`config.mk`:
```
export PLATFORM = sky130hd
export DESIGN_NAME = seven_segment_reading_formatter_top
export DESIGN_NICKNAME = d
export VERILOG_FILES = /design/src/rtl/ssrf_pkg.sv /design/src/rtl/seven_segment_reading_formatter_top.sv
export SDC_FILE = /design/constraint.sdc
export NUM_CORES = 1
export LEC_CHECK = 0
export BUFFER_PORTS_ARGS = -buffer_cell sky130_fd_sc_hd__buf_2
export CORE_ASPECT_RATIO = 0.9
export CORE_UTILIZATION = 55
export CTS_BUF_LIST = sky130_fd_sc_hd__clkbuf_16
export DETAILED_ROUTE_END_ITERATION = 8
export PLACE_DENSITY = 0.73
export SLEW_MARGIN = 0
export SYNTH_ARGS = -nofsm -noshare
export SYNTH_HDL_FRONTEND = slang
export SYNTH_SLANG_ARGS = --single-unit
```
`constraint.sdc`:
```
create_clock -name clk -period 28.4 [get_ports clk]
set_input_delay 1.42 -clock clk [delete_from_list [all_inputs] [get_ports clk]]
set_output_delay 1.42 -clock clk [all_outputs]
set_load 0.02 [all_outputs]
```
`src/rtl/ssrf_pkg.sv`:
```
// ----------------------------------------------------------------------------
// ssrf_pkg
// types, segment codes and the digit table of the reading formatter
// ----------------------------------------------------------------------------
package ssrf_pkg;

  typedef enum logic [0:0] {
    OP_BIG   = 1'b0,
    OP_SMALL = 1'b1
  } opcode_t;

  typedef logic [7:0] seg_byte_t;

  localparam int unsigned IMAGE_BYTES = 7;

  localparam seg_byte_t SEG_H = 8'h6E;
  localparam seg_byte_t SEG_I = 8'h40;
  localparam seg_byte_t SEG_L = 8'hE0;
  localparam seg_byte_t SEG_O = 8'hCC;

  localparam seg_byte_t LEAD_ONE   = 8'h08;
  localparam seg_byte_t DEC_POINT  = 8'h08;
  localparam seg_byte_t MINUS_WIDE = 8'h01;
  localparam seg_byte_t MINUS_NARROW = 8'h04;
  localparam seg_byte_t SYM_DEGREE = 8'h02;
  localparam seg_byte_t SYM_DASH   = 8'h01;
  localparam seg_byte_t SYM_UNDER  = 8'h04;
  localparam seg_byte_t PERCENT    = 8'h01;

  localparam logic signed [15:0] BIG_HI_LIMIT = 16'sd19995;
  localparam logic signed [15:0] BIG_LO_LIMIT = -16'sd9995;
  localparam logic signed [15:0] BIG_POINT_LIMIT = 16'sd1999;
  localparam logic signed [15:0] SMALL_HI_LIMIT = 16'sd99;
  localparam logic signed [15:0] SMALL_LO_LIMIT = -16'sd9;

  function automatic seg_byte_t seg_of_digit(input logic [3:0] d);
    seg_byte_t s;
    case (d)
      4'd0:    s = 8'hFA;
      4'd1:    s = 8'h0A;
      4'd2:    s = 8'hD6;
      4'd3:    s = 8'h9E;
      4'd4:    s = 8'h2E;
      4'd5:    s = 8'hBC;
      4'd6:    s = 8'hFC;
      4'd7:    s = 8'h1A;
      4'd8:    s = 8'hFE;
      4'd9:    s = 8'hBE;
      default: s = 8'h00;
    endcase
    return s;
  endfunction

endpackage

```
`src/rtl/seven_segment_reading_formatter_top.sv`:
```
// ----------------------------------------------------------------------------
// seven_segment_reading_formatter_top
// keeps a seven-byte lcd segment image and updates it from one reading a word
// ----------------------------------------------------------------------------
//  channel | handshake            | fields
//  in      | in_valid / in_stall  | opcode, number, symbol_code, percent_sign
//  out     | out_valid / out_stall| image_byte_0 .. image_byte_6
//
//  one word per cycle while the output is not stalled; an accepted word goes
//  to the output through the input register, then the image register
//  the formatting is one pass of constant multiplies and digit selection
//  reset sets every image byte to 0xff and empties both registers
//  while a result is stalled the input register still takes one more word
// ----------------------------------------------------------------------------
module seven_segment_reading_formatter_top (
  input  logic               clk,
  input  logic               rst,
  input  logic               in_valid,
  output logic               in_stall,
  input  logic [0:0]         opcode,
  input  logic signed [15:0] number,
  input  logic [2:0]         symbol_code,
  input  logic [0:0]         percent_sign,
  output logic               out_valid,
  input  logic               out_stall,
  output logic [7:0]         image_byte_0,
  output logic [7:0]         image_byte_1,
  output logic [7:0]         image_byte_2,
  output logic [7:0]         image_byte_3,
  output logic [7:0]         image_byte_4,
  output logic [7:0]         image_byte_5,
  output logic [7:0]         image_byte_6
);

  logic                in_full;
  ssrf_pkg::opcode_t   in_op;
  logic signed [15:0]  in_num;
  logic [2:0]          in_sym;
  logic                in_pct;
  logic                advance;

  ssrf_pkg::seg_byte_t image      [ssrf_pkg::IMAGE_BYTES];
  ssrf_pkg::seg_byte_t image_next [ssrf_pkg::IMAGE_BYTES];

  assign advance  = in_full && (!out_valid || !out_stall);
  assign in_stall = in_full && !advance;

  always_ff @(posedge clk) begin
    if (rst) begin
      in_full <= 1'b0;
    end else if (in_valid && !in_stall) begin
      in_full <= 1'b1;
    end else if (advance) begin
      in_full <= 1'b0;
    end
  end

  always_ff @(posedge clk) begin
    if (in_valid && !in_stall) begin
      in_op  <= ssrf_pkg::opcode_t'(opcode);
      in_num <= number;
      in_sym <= symbol_code;
      in_pct <= percent_sign[0];
    end
  end

  // big field arithmetic
  logic               big_hi, big_lo, big_rnd, v_neg;
  logic signed [16:0] v_ext, x_ext;
  logic [14:0]        x;
  logic [30:0]        p10;
  logic [27:0]        p100;
  logic [28:0]        p1000;
  logic [10:0]        q10;
  logic [7:0]         q100;
  logic [4:0]         q1000;
  logic [10:0]        m;
  logic [7:0]         t;
  logic [4:0]         h;
  logic [10:0]        ones_w;
  logic [7:0]         tens_w;
  logic [4:0]         hund_w;
  ssrf_pkg::seg_byte_t big_b1, big_b2, big_b3;

  assign v_ext   = {in_num[15], in_num};
  assign v_neg   = in_num[15];
  assign big_hi  = in_num > ssrf_pkg::BIG_HI_LIMIT;
  assign big_lo  = in_num < ssrf_pkg::BIG_LO_LIMIT;
  assign big_rnd = (in_num > ssrf_pkg::BIG_POINT_LIMIT) ||
                   (in_num < -ssrf_pkg::BIG_POINT_LIMIT);

  always_comb begin
    if (big_rnd) begin
      x_ext = v_neg ? (-v_ext - 17'sd5) : (v_ext + 17'sd5);
    end else begin
      x_ext = v_neg ? -v_ext : v_ext;
    end
  end

  assign x     = x_ext[14:0];
  assign p10   = 31'(x) * 31'd52429;
  assign p100  = 28'(x) * 28'd5243;
  assign p1000 = 29'(x) * 29'd8389;
  assign q10   = p10[29:19];
  assign q100  = p100[26:19];
  assign q1000 = p1000[27:23];

  assign m = big_rnd ? q10  : x[10:0];
  assign t = big_rnd ? q100 : q10[7:0];
  assign h = big_rnd ? q1000 : q100[4:0];

  assign ones_w = m - {t, 3'b000} - {2'b00, t, 1'b0};
  assign tens_w = t - {h[4:0], 3'b000} - {2'b00, h, 1'b0};
  assign hund_w = (h >= 5'd20) ? (h - 5'd20) :
                  (h >= 5'd10) ? (h - 5'd10) : h;

  always_comb begin
    big_b3 = '0;
    if (in_sym[0]) big_b3 = big_b3 | ssrf_pkg::SYM_DEGREE;
    if (in_sym[1]) big_b3 = big_b3 | ssrf_pkg::SYM_DASH;
    if (in_sym[2]) big_b3 = big_b3 | ssrf_pkg::SYM_UNDER;
    if (!big_hi && !big_lo && !big_rnd) big_b3 = big_b3 | ssrf_pkg::DEC_POINT;
    big_b1 = '0;
    if (v_neg) begin
      big_b1 = (m > 11'd99) ? ssrf_pkg::MINUS_WIDE : ssrf_pkg::MINUS_NARROW;
    end
    if (m > 11'd99) big_b1 = big_b1 | ssrf_pkg::seg_of_digit(hund_w[3:0]);
    big_b2 = ssrf_pkg::seg_of_digit(tens_w[3:0]);
  end

  // small field arithmetic
  logic               sm_hi, sm_lo;
  logic [6:0]         sm_m;
  logic [14:0]        sm_p;
  logic [3:0]         sm_t;
  logic [6:0]         sm_o;
  ssrf_pkg::seg_byte_t sm_pct;

  assign sm_hi  = in_num > ssrf_pkg::SMALL_HI_LIMIT;
  assign sm_lo  = in_num < ssrf_pkg::SMALL_LO_LIMIT;
  assign sm_m   = v_neg ? 7'(-in_num) : in_num[6:0];
  assign sm_p   = 15'(sm_m) * 15'd205;
  assign sm_t   = sm_p[14:11];
  assign sm_o   = sm_m - {sm_t, 3'b000} - {2'b00, sm_t, 1'b0};
  assign sm_pct = in_pct ? ssrf_pkg::PERCENT : '0;

  always_comb begin
    for (int i = 0; i < ssrf_pkg::IMAGE_BYTES; i++) begin
      image_next[i] = image[i];
    end
    unique case (in_op)
      ssrf_pkg::OP_BIG: begin
        image_next[3] = big_b3;
        image_next[4] = '0;
        if (big_hi) begin
          image_next[1] = ssrf_pkg::SEG_H;
          image_next[2] = ssrf_pkg::SEG_I;
        end else if (big_lo) begin
          image_next[1] = ssrf_pkg::SEG_L;
          image_next[2] = ssrf_pkg::SEG_O;
        end else begin
          image_next[0] = (m > 11'd999) ? (image[0] | ssrf_pkg::LEAD_ONE)
                                        : (image[0] & ~ssrf_pkg::LEAD_ONE);
          image_next[1] = big_b1;
          image_next[2] = big_b2;
          image_next[4] = ssrf_pkg::seg_of_digit(ones_w[3:0]);
        end
      end
      ssrf_pkg::OP_SMALL: begin
        if (sm_hi) begin
          image_next[5] = ssrf_pkg::SEG_H;
          image_next[6] = sm_pct | ssrf_pkg::SEG_I;
        end else if (sm_lo) begin
          image_next[5] = ssrf_pkg::SEG_L;
          image_next[6] = sm_pct | ssrf_pkg::SEG_O;
        end else begin
          image_next[5] = v_neg ? ssrf_pkg::MINUS_NARROW : '0;
          if (sm_m > 7'd9) image_next[5] = ssrf_pkg::seg_of_digit(sm_t);
          image_next[6] = sm_pct | ssrf_pkg::seg_of_digit(sm_o[3:0]);
        end
      end
      default: begin
      end
    endcase
  end

  always_ff @(posedge clk) begin
    if (rst) begin
      out_valid <= 1'b0;
      for (int i = 0; i < ssrf_pkg::IMAGE_BYTES; i++) begin
        image[i] <= 8'hFF;
      end
    end else if (advance) begin
      out_valid <= 1'b1;
      for (int i = 0; i < ssrf_pkg::IMAGE_BYTES; i++) begin
        image[i] <= image_next[i];
      end
    end else if (!out_stall) begin
      out_valid <= 1'b0;
    end
  end

  assign image_byte_0 = image[0];
  assign image_byte_1 = image[1];
  assign image_byte_2 = image[2];
  assign image_byte_3 = image[3];
  assign image_byte_4 = image[4];
  assign image_byte_5 = image[5];
  assign image_byte_6 = image[6];

  // a held word is never dropped
  a_hold_word: assert property (@(posedge clk) disable iff (rst)
    in_full && !advance |=> in_full)
    else $error("input word lost while stalled");

  // big update leaves the small field alone
  a_big_keeps_small: assert property (@(posedge clk) disable iff (rst)
    advance && in_op == ssrf_pkg::OP_BIG |=>
      $stable(image_byte_5) && $stable(image_byte_6))
    else $error("big update changed small field");

  // small update leaves the big field alone
  a_small_keeps_big: assert property (@(posedge clk) disable iff (rst)
    advance && in_op == ssrf_pkg::OP_SMALL |=>
      $stable(image_byte_0) && $stable(image_byte_1) && $stable(image_byte_2) &&
      $stable(image_byte_3) && $stable(image_byte_4))
    else $error("small update changed big field");

endmodule

```
==> flow_summary.ini, run 1 <==
[sta]
setup_viol = 0
hold_violations = 0
setup_tns_ns = 0
finalWorstPathRequiredPeriod_ns = 11.31
rsz0062_at_grt = no
max_freq_ghz = 0.0884
fin_worst_skew_ns = 0.00838
worst_pin_slew_ns = 1.10
timing.final.crit_share_pct = 39.8
slew_headroom_pct = 26.6
drv_slew = 0

[drt]
first_pass_iters = 5
drcViolationCount = 0
drt_iter0_drc = 876
vias = 12638
wl_per_cell_um = 18.2
ant_nets = 0
finalWirelength_um = 39700
via_per_inst = 5.79

[final_layout]
drive_above_1_share_pct = 8.17
diodes = 0
nNetsFinal = 2352
fill_cells = 2452
layout-area-overhead-vs-synth_pct = 6.55

[clock_network]
cts_resized = 0
cts_hold_buf = 0
insertion_delay_ns = 0.35
cts_made_buffers = 9
cts_sinks = 68
cts_setup_buffers = 0
clk_pin_slew_ns = 0.06
root_buffer = clkbuf_16
cts-htree-levels = 3
max-clock-path-buffers = 2
cts_tree = built

[worst_setup_path]
r2r_slack_ns = 17.09
r2r-end = image[1][3]$_SDFFCE_PN1P_
ff2ff_path_depth = 37
end_kind = register
slowest_delay_ns = 0.75
crit_fanout = 17
cp.required_ns = 28.47
crit_arrival_ns = 11.38
cpMostUsedCell = inv_1
cp-startpoint = in_num[0]$_DFFE_PP_
crit_type = register to register
slowest_stage = edfxtp_1
endpoint = image[1][3]$_SDFFCE_PN1P_
timing.rr.start = in_num[0]$_DFFE_PP_
critPathLaunchType = register

[floorplan]
start_util_pct = 56.5
dieHeight_um = 164
die_width_um = 182
std_cell_rows = 58
num_io_pins = 83
coreArea_um2 = 28300
die_area_um2 = 29800

[placement]
portBuffers = 75
place_congestion = 0.966
dp_hpwl_um = 33500

[synthesis]
synth-edff-count = 66
yosysTopAreaCell = ha_1
async_reset_ff_share_pct = 0
ys_top_cells_by_area = ha_1 27%, fa_1 20%, edfxtp_1 12%, inv_1 8.9%, a21oi_1 2.5%
synth_ff_type = edfxtp_1
yosysSeqAreaShare_pct = 12.6
yosys.area.top_type_share_pct = 27.4
yosysUniqueCellTypes = 88
yosysWarnings = 0
avgSynthCellArea_um2 = 9.10
ys_ff_latch = 68
syn_area_um2 = 16000
syn-instance-count = 1759

[global_route]
grt_pass1_vias = 12575
grt-ovfl-total = 0
grt_max_degree = 42
antenna_found_initial = 0
grt_usage_pct = 27.7
grt_pass1_wl_um = 65100

[job]
drv_cap = 0

[worst_hold_path]
min_path_type = register to register

[outcome]
status = finished clean
-- area by class of cell --
cell class / count / area [um^2] / area share, %
Multi-Input combinational cell: 1269 / 12300 / 72.4
Timing Repair Buffer: 88 / 473 / 2.77
Inverter: 382 / 1430 / 8.41
Clock inverter: 7 / 98.8 / 0.580
Tap cell: 360 / 450 / 2.64
Clock buffer: 9 / 225 / 1.32
Sequential cell: 68 / 2020 / 11.9
-- worst max-delay path: cells and delay by family, from the launching register on --
family	cells	cell delay (ns)
buffers and inverters	5	0.63
AOI/OAI and AO/OA	12	2.45
xor gates and xnor gates	1	0.13
muxes	1	0.57
adders and majority gates	8	3.36
DFF	1	0.75
and+or+nand+nor	10	3.11
-- flip-flops by register name, indices dropped and copies added (netlist names) --
signal / count
in_op: 1
in_sym: 3
out_valid: 1
image: 45
in_pct: 1
in_full: 1
in_num: 16
-- routing by layer --
metal / vias to the layer above / global-route usage [%] / part of all wire [%]
met1: 6153 / 39.9 / 48
met2: 387 / 44.3 / 44
met5: - / 0 / 0
met4: 0 / 7.63 / 2.4
met3: 64 / 2.95 / 5.8
li1: 6034 / - / -
-- cell families (layout without fill, tap and decap cells) --
group / Yosys count / in the layout / share of synthesized area, %
AND/OR/NAND/NOR: 345 / 345 / 11.0
other: 1 / 7 / 0.0234
adder cells (fa/ha/maj): 509 / 509 / 47.3
flip-flops: 68 / 68 / 12.6
XOR/XNOR: 70 / 70 / 4.00
multiplexers: 16 / 16 / 1.10
buffers and inverters: 428 / 486 / 10.4
AO/OA/AOI/OAI: 322 / 322 / 13.6
-- cells in the mapped netlist (29+ instances only) --
master and instances:
o21ai_0 69, clkbuf_1 29, fa_1 159, xor2_1 32, nand2_1 84, ha_1 350, nor2_1 89, xnor2_1 36
edfxtp_1 66, a21oi_1 79, inv_1 381
-- placed cells by master, fill, tap and decap left out, drive strengths merged, types with 4 or more instances in the layout --
| cell | n |
|---|---|
| buf | 88 |
| or4 | 6 |
| nor3 | 28 |
| nand2b | 11 |
| nor3b | 12 |
| conb | 7 |
| nor4 | 10 |
| a21boi | 4 |
| o31ai | 14 |
| nand3b | 5 |
| o21a | 18 |
| xor2 | 32 |
| nor2 | 89 |
| a31oi | 15 |
| edfxtp | 66 |
| fa | 159 |
| clkbuf | 9 |
| o211ai | 15 |
| and2 | 18 |
| mux2i | 12 |
| inv | 383 |
| o21bai | 6 |
| nor2b | 10 |
| nand3 | 17 |
| o21ai | 75 |
| ha | 350 |
| and3 | 4 |
| a31o | 10 |
| nand2 | 84 |
| or3 | 14 |
| or2 | 13 |
| nand4 | 14 |
| a21oi | 80 |
| a211oi | 13 |
| xnor2 | 36 |
| a21o | 28 |
-- worst min-delay path by stage --
stage                             start                         to  slack [ns]  depth (start not counted)
finish              in_sym[1]$_DFFE_PP_  image[3][0]$_SDFFCE_PN1P_        0.51                          1
global route        in_sym[2]$_DFFE_PP_  image[3][2]$_SDFFCE_PN1P_        0.52                          1
CTS                 in_sym[1]$_DFFE_PP_  image[3][0]$_SDFFCE_PN1P_        0.51                          1
detailed placement  in_sym[1]$_DFFE_PP_  image[3][0]$_SDFFCE_PN1P_        0.49                          1
global placement    in_sym[0]$_DFFE_PP_  image[3][1]$_SDFFCE_PN1P_        0.48                          1
floorplan              in_pct$_DFFE_PP_  image[6][0]$_SDFFCE_PP1P_        0.48                          1
-- through the flow --
stage          instances  hold slack, ns  setup WS, ns  area, um^2  util (%)
2_1_floorplan       1765           0.479         17.69       16000         -
3_3_place_gp        2167           0.485         17.59       16700      59.1
3_5_place_dp        2167           0.491         17.27       16700      59.1
6_report            2183           0.505         17.09       17100      60.3
5_1_grt             2183           0.520         16.21       17100      60.3
4_1_cts             2183           0.506         17.21       17100      60.3
Power of run 1 is not shown: default switching activity piles up to over one toggle a cycle in this logic, so the estimate is an artifact.
==> run 2: changes to the inputs <==
- clock period: 28.4 -> 10.8 ns (I/O delays scaled with it)
==> flow_summary.ini, run 2 (synthesis gave the netlist of run 1 again) <==
[global_route]
grt-ovfl-total = 0
grt_pass1_vias = 12862
grt_usage_pct = 28.5
grt_max_degree = 36
antenna_found_initial = 0
grt_pass1_wl_um = 66600

[floorplan]
coreArea_um2 = 28300
std_cell_rows = 58
num_io_pins = 83
start_util_pct = 56.5
die_area_um2 = 29800
dieHeight_um = 164
die_width_um = 182

[final_layout]
top_register = image
top_regs = image x45, in_num x16, in_sym x3
fill_cells = 2430
diodes = 0
drive_above_1_share_pct = 9.95
layout-area-overhead-vs-synth_pct = 7.76
layout_commonest_cell = inv_1
finalCoreUtilization_pct = 60.9
largest_reg_flops = 45
final_cell_mix = 381 x inv_1, 349 x ha_1, 159 x fa_1
regArea_um2 = 2020
multiInputGateArea_um2 = 12400
nNetsFinal = 2378

[clock_network]
cts_tree = built
cts_sinks = 68
insertion_delay_ns = 0.35
max-clock-path-buffers = 2
cts_hold_buf = 0
root_buffer = clkbuf_16
clk_pin_slew_ns = 0.06
cts_made_buffers = 9
cts-htree-levels = 3

[sta]
fin_worst_skew_ns = 0.00669
worst_pin_slew_ns = 1.09
rsz0062_at_grt = yes
setup_viol = 0
drv_slew = 0
finalWorstPathRequiredPeriod_ns = 10.35
hold_violations = 0
max_freq_ghz = 0.0966
timing.final.crit_share_pct = 95.8
slew_headroom_pct = 27.3

[placement]
portBuffers = 75
dp_hpwl_um = 34800
place_congestion = 0.985

[drt]
dr.max_layer_used = met4
ant_nets = 0
vias = 12709
finalWirelength_um = 40800
drcViolationCount = 0
drt_iter0_drc = 822
met2_wirelength_um = 18400
wl_per_cell_um = 18.4
route.met3.wl_um = 2720
via_per_inst = 5.75
first_pass_iters = 5
wl_met1_um = 18900

[worst_setup_path]
slowest_delay_ns = 0.77
crit_fanout = 12
cp.required_ns = 11.00
critPathLaunchType = register
slowest_stage = or4_1
crit_arrival_ns = 10.55
end_kind = register
crit_type = register to register

[job]
drv_cap = 0

[outcome]
status = finished clean

[worst_hold_path]
min_path_type = input pin to register
==> run 2: cell types whose count changed in the layout (fill, tap and decap cells not counted), moves of 2 or more <==
cell,previous run,this run
buf_4,13,39
o31ai_2,0,2
bufinv_16,2,0
clkinv_4,1,3
o31ai_1,14,12
==> run 2: final timing paths <==
path	from	end	slack, ns	depth (start not counted)
hold reg to reg	in_sym[2]$_DFFE_PP_	image[3][2]$_SDFFCE_PN1P_	0.50	1
setup / recovery	in_num[6]$_DFFE_PP_	image[1][2]$_SDFFCE_PN1P_	0.45	35
hold / removal	number[12]	in_num[12]$_DFFE_PP_	0.36	1
setup reg to reg	in_num[6]$_DFFE_PP_	image[1][2]$_SDFFCE_PN1P_	0.45	35
==> run 2: layout make-up <==
| type | count | area share [%] |
|---|---|---|
| well taps | 360 | 2.61 |
| flip-flops and latches | 68 | 11.7 |
| inverters | 382 | 8.31 |
| clock buffers | 9 | 1.31 |
| clock inverters | 7 | 0.305 |
| repair buffers | 114 | 3.87 |
| multi-input cells | 1269 | 71.9 |
==> run 2: per-stage QoR <==
step,setup slack (ns),hold WS [ns],cells,area (um^2),TNS [ns]
after floorplan,0.0933,0.479,1765,16000,0
after global placement,0.182,0.485,2187,16900,0
after detailed placement,0.120,0.491,2187,16900,0
after CTS,0.0173,0.359,2203,17200,0
after global routing,-0.0222,0.358,2209,17200,-0.0564
final,0.451,0.364,2209,17200,0
==> run 2: worst max-delay path: cells and delay by family, from the launching register on <==
kind / cells / cell delay, ns
simple gates: 9 / 3.28
fa+ha+maj: 7 / 2.83
compound gates: 12 / 2.46
flops: 1 / 0.61
buf+inv: 5 / 0.42
xor+xnor: 1 / 0.31
mux: 1 / 0.29
==> run 2: what timing repair did <==
item                                    in CTS  in global routing
buffers inserted                             0                  6
gates resized for setup                      0                 10
endpoints found under the hold margin        0                  0
endpoints found under the setup margin       0                 23
==> run 2: routing by layer <==
metal  global-route usage [%]  up-vias
li1                         -     6072
met1                     40.1     6157
met2                     45.9      424
met3                     4.19       56
met4                     7.51        0
met5                        0        -
Power of run 2 is left out for the same reason.
==> run 3: changes to the inputs <==
- MAX_ROUTING_LAYER: not set -> met4
==> flow_summary.ini, run 3 (synthesis gave the netlist of run 1 again) <==
[outcome]
status = finished clean

[sta]
slew_headroom_pct = 28.0
fin_ws_ns = 0.435
worst_pin_slew_ns = 1.07
fin_worst_skew_ns = 0.00997
rsz0062_at_grt = no
drv_slew = 0
hold_violations = 0
setup_viol = 0
finalWorstPathRequiredPeriod_ns = 10.37
max_freq_ghz = 0.0965
setup_tns_ns = 0
timing.final.crit_share_pct = 96.0

[clock_network]
cts_made_buffers = 9
cts_sinks = 68
cts-htree-levels = 3
cts_tree = built
max-clock-path-buffers = 2
insertion_delay_ns = 0.34
clk_pin_slew_ns = 0.06
cts_hold_buf = 0
root_buffer = clkbuf_16

[drt]
vias = 12741
first_pass_iters = 6
via_per_inst = 5.76
drt_iter0_drc = 916
ant_nets = 0
drcViolationCount = 0
wl_per_cell_um = 18.5
finalWirelength_um = 40900

[worst_setup_path]
crit_arrival_ns = 10.56
cpMostUsedCell = inv_1
crit_type = register to register
slowest_delay_ns = 0.59
slowest_stage = fa_1
critPathLaunchType = register
cp.required_ns = 11.00
crit_fanout = 8
end_kind = register

[final_layout]
final_cell_mix = 381 x inv_1, 350 x ha_1, 159 x fa_1
top_register = image
fill_cells = 2397
drive_above_1_share_pct = 9.94
layout-area-overhead-vs-synth_pct = 8.10
layout_commonest_cell = inv_1
top_regs = image x45, in_num x16, in_sym x3
nNetsFinal = 2380
largest_reg_flops = 45
diodes = 0

[floorplan]
coreArea_um2 = 28300
std_cell_rows = 58
num_io_pins = 83
die_area_um2 = 29800
start_util_pct = 56.5
die_width_um = 182
dieHeight_um = 164

[global_route]
grt_max_degree = 29
grt_pass1_wl_um = 66800
grt_usage_pct = 29.5
grt-ovfl-total = 0
grt_pass1_vias = 12641
antenna_found_initial = 0

[worst_hold_path]
min_path_type = input pin to register

[job]
drv_cap = 0

[placement]
dp_hpwl_um = 35000
place_congestion = 0.956
portBuffers = 75
place_ws_ns = 0.120
## run 3: path summary, 6_finish.rpt
check                      start                         to  slack (ns)  depth (start not counted)
min               symbol_code[2]        in_sym[2]$_DFFE_PP_        0.37                          1
max reg2reg  in_num[3]$_DFFE_PP_  image[1][2]$_SDFFCE_PN1P_        0.43                         36
min reg2reg  in_sym[0]$_DFFE_PP_  image[3][1]$_SDFFCE_PN1P_        0.51                          1
max          in_num[3]$_DFFE_PP_  image[1][2]$_SDFFCE_PN1P_        0.43                         36
## run 3: worst max-delay path: cells and delay by family (launching register included)
kind,cells,cell delay (ns)
and+or+nand+nor,12,3.37
adders and majority gates,8,3.12
AOI/OAI and AO/OA,8,2.11
buffers and inverters,7,0.84
DFF,1,0.51
muxes,1,0.21
## run 3: through the flow
stage	hold slack, ns	area, um^2	std cells	util, %
after global routing	0.369	17300	2211	61.1
after floorplan	0.479	16000	1765	-
after global placement	0.485	16900	2188	59.7
after detailed placement	0.502	16900	2188	59.7
final	0.370	17300	2211	61.1
after CTS	0.362	17200	2204	60.8
## run 3: layer usage
layer | track usage [%] | share of wire (%) | vias up
met3 | 3.33 | 5.9 | 56
met5 | - | 0 | -
met2 | 45.5 | 45 | 417
met4 | 5.51 | 1.5 | 0
li1 | - | - | 6078
met1 | 42.1 | 48 | 6190
## run 3: area by class of cell
cell class | count | area, um^2 | share of cell area, %
multi-input combinational | 1269 | 12400 | 71.6
sequential | 68 | 2020 | 11.7
inverter | 382 | 1430 | 8.29
timing repair buffer | 116 | 683 | 3.95
tap | 360 | 450 | 2.60
clock buffer | 9 | 225 | 1.30
clock inverter | 7 | 98.8 | 0.571
## run 3: what timing repair did
item	in CTS	in global routing
setup endpoints to repair	0	22
gates resized for setup	0	8
buffers inserted	0	7
Power of run 3 is left out for the same reason.
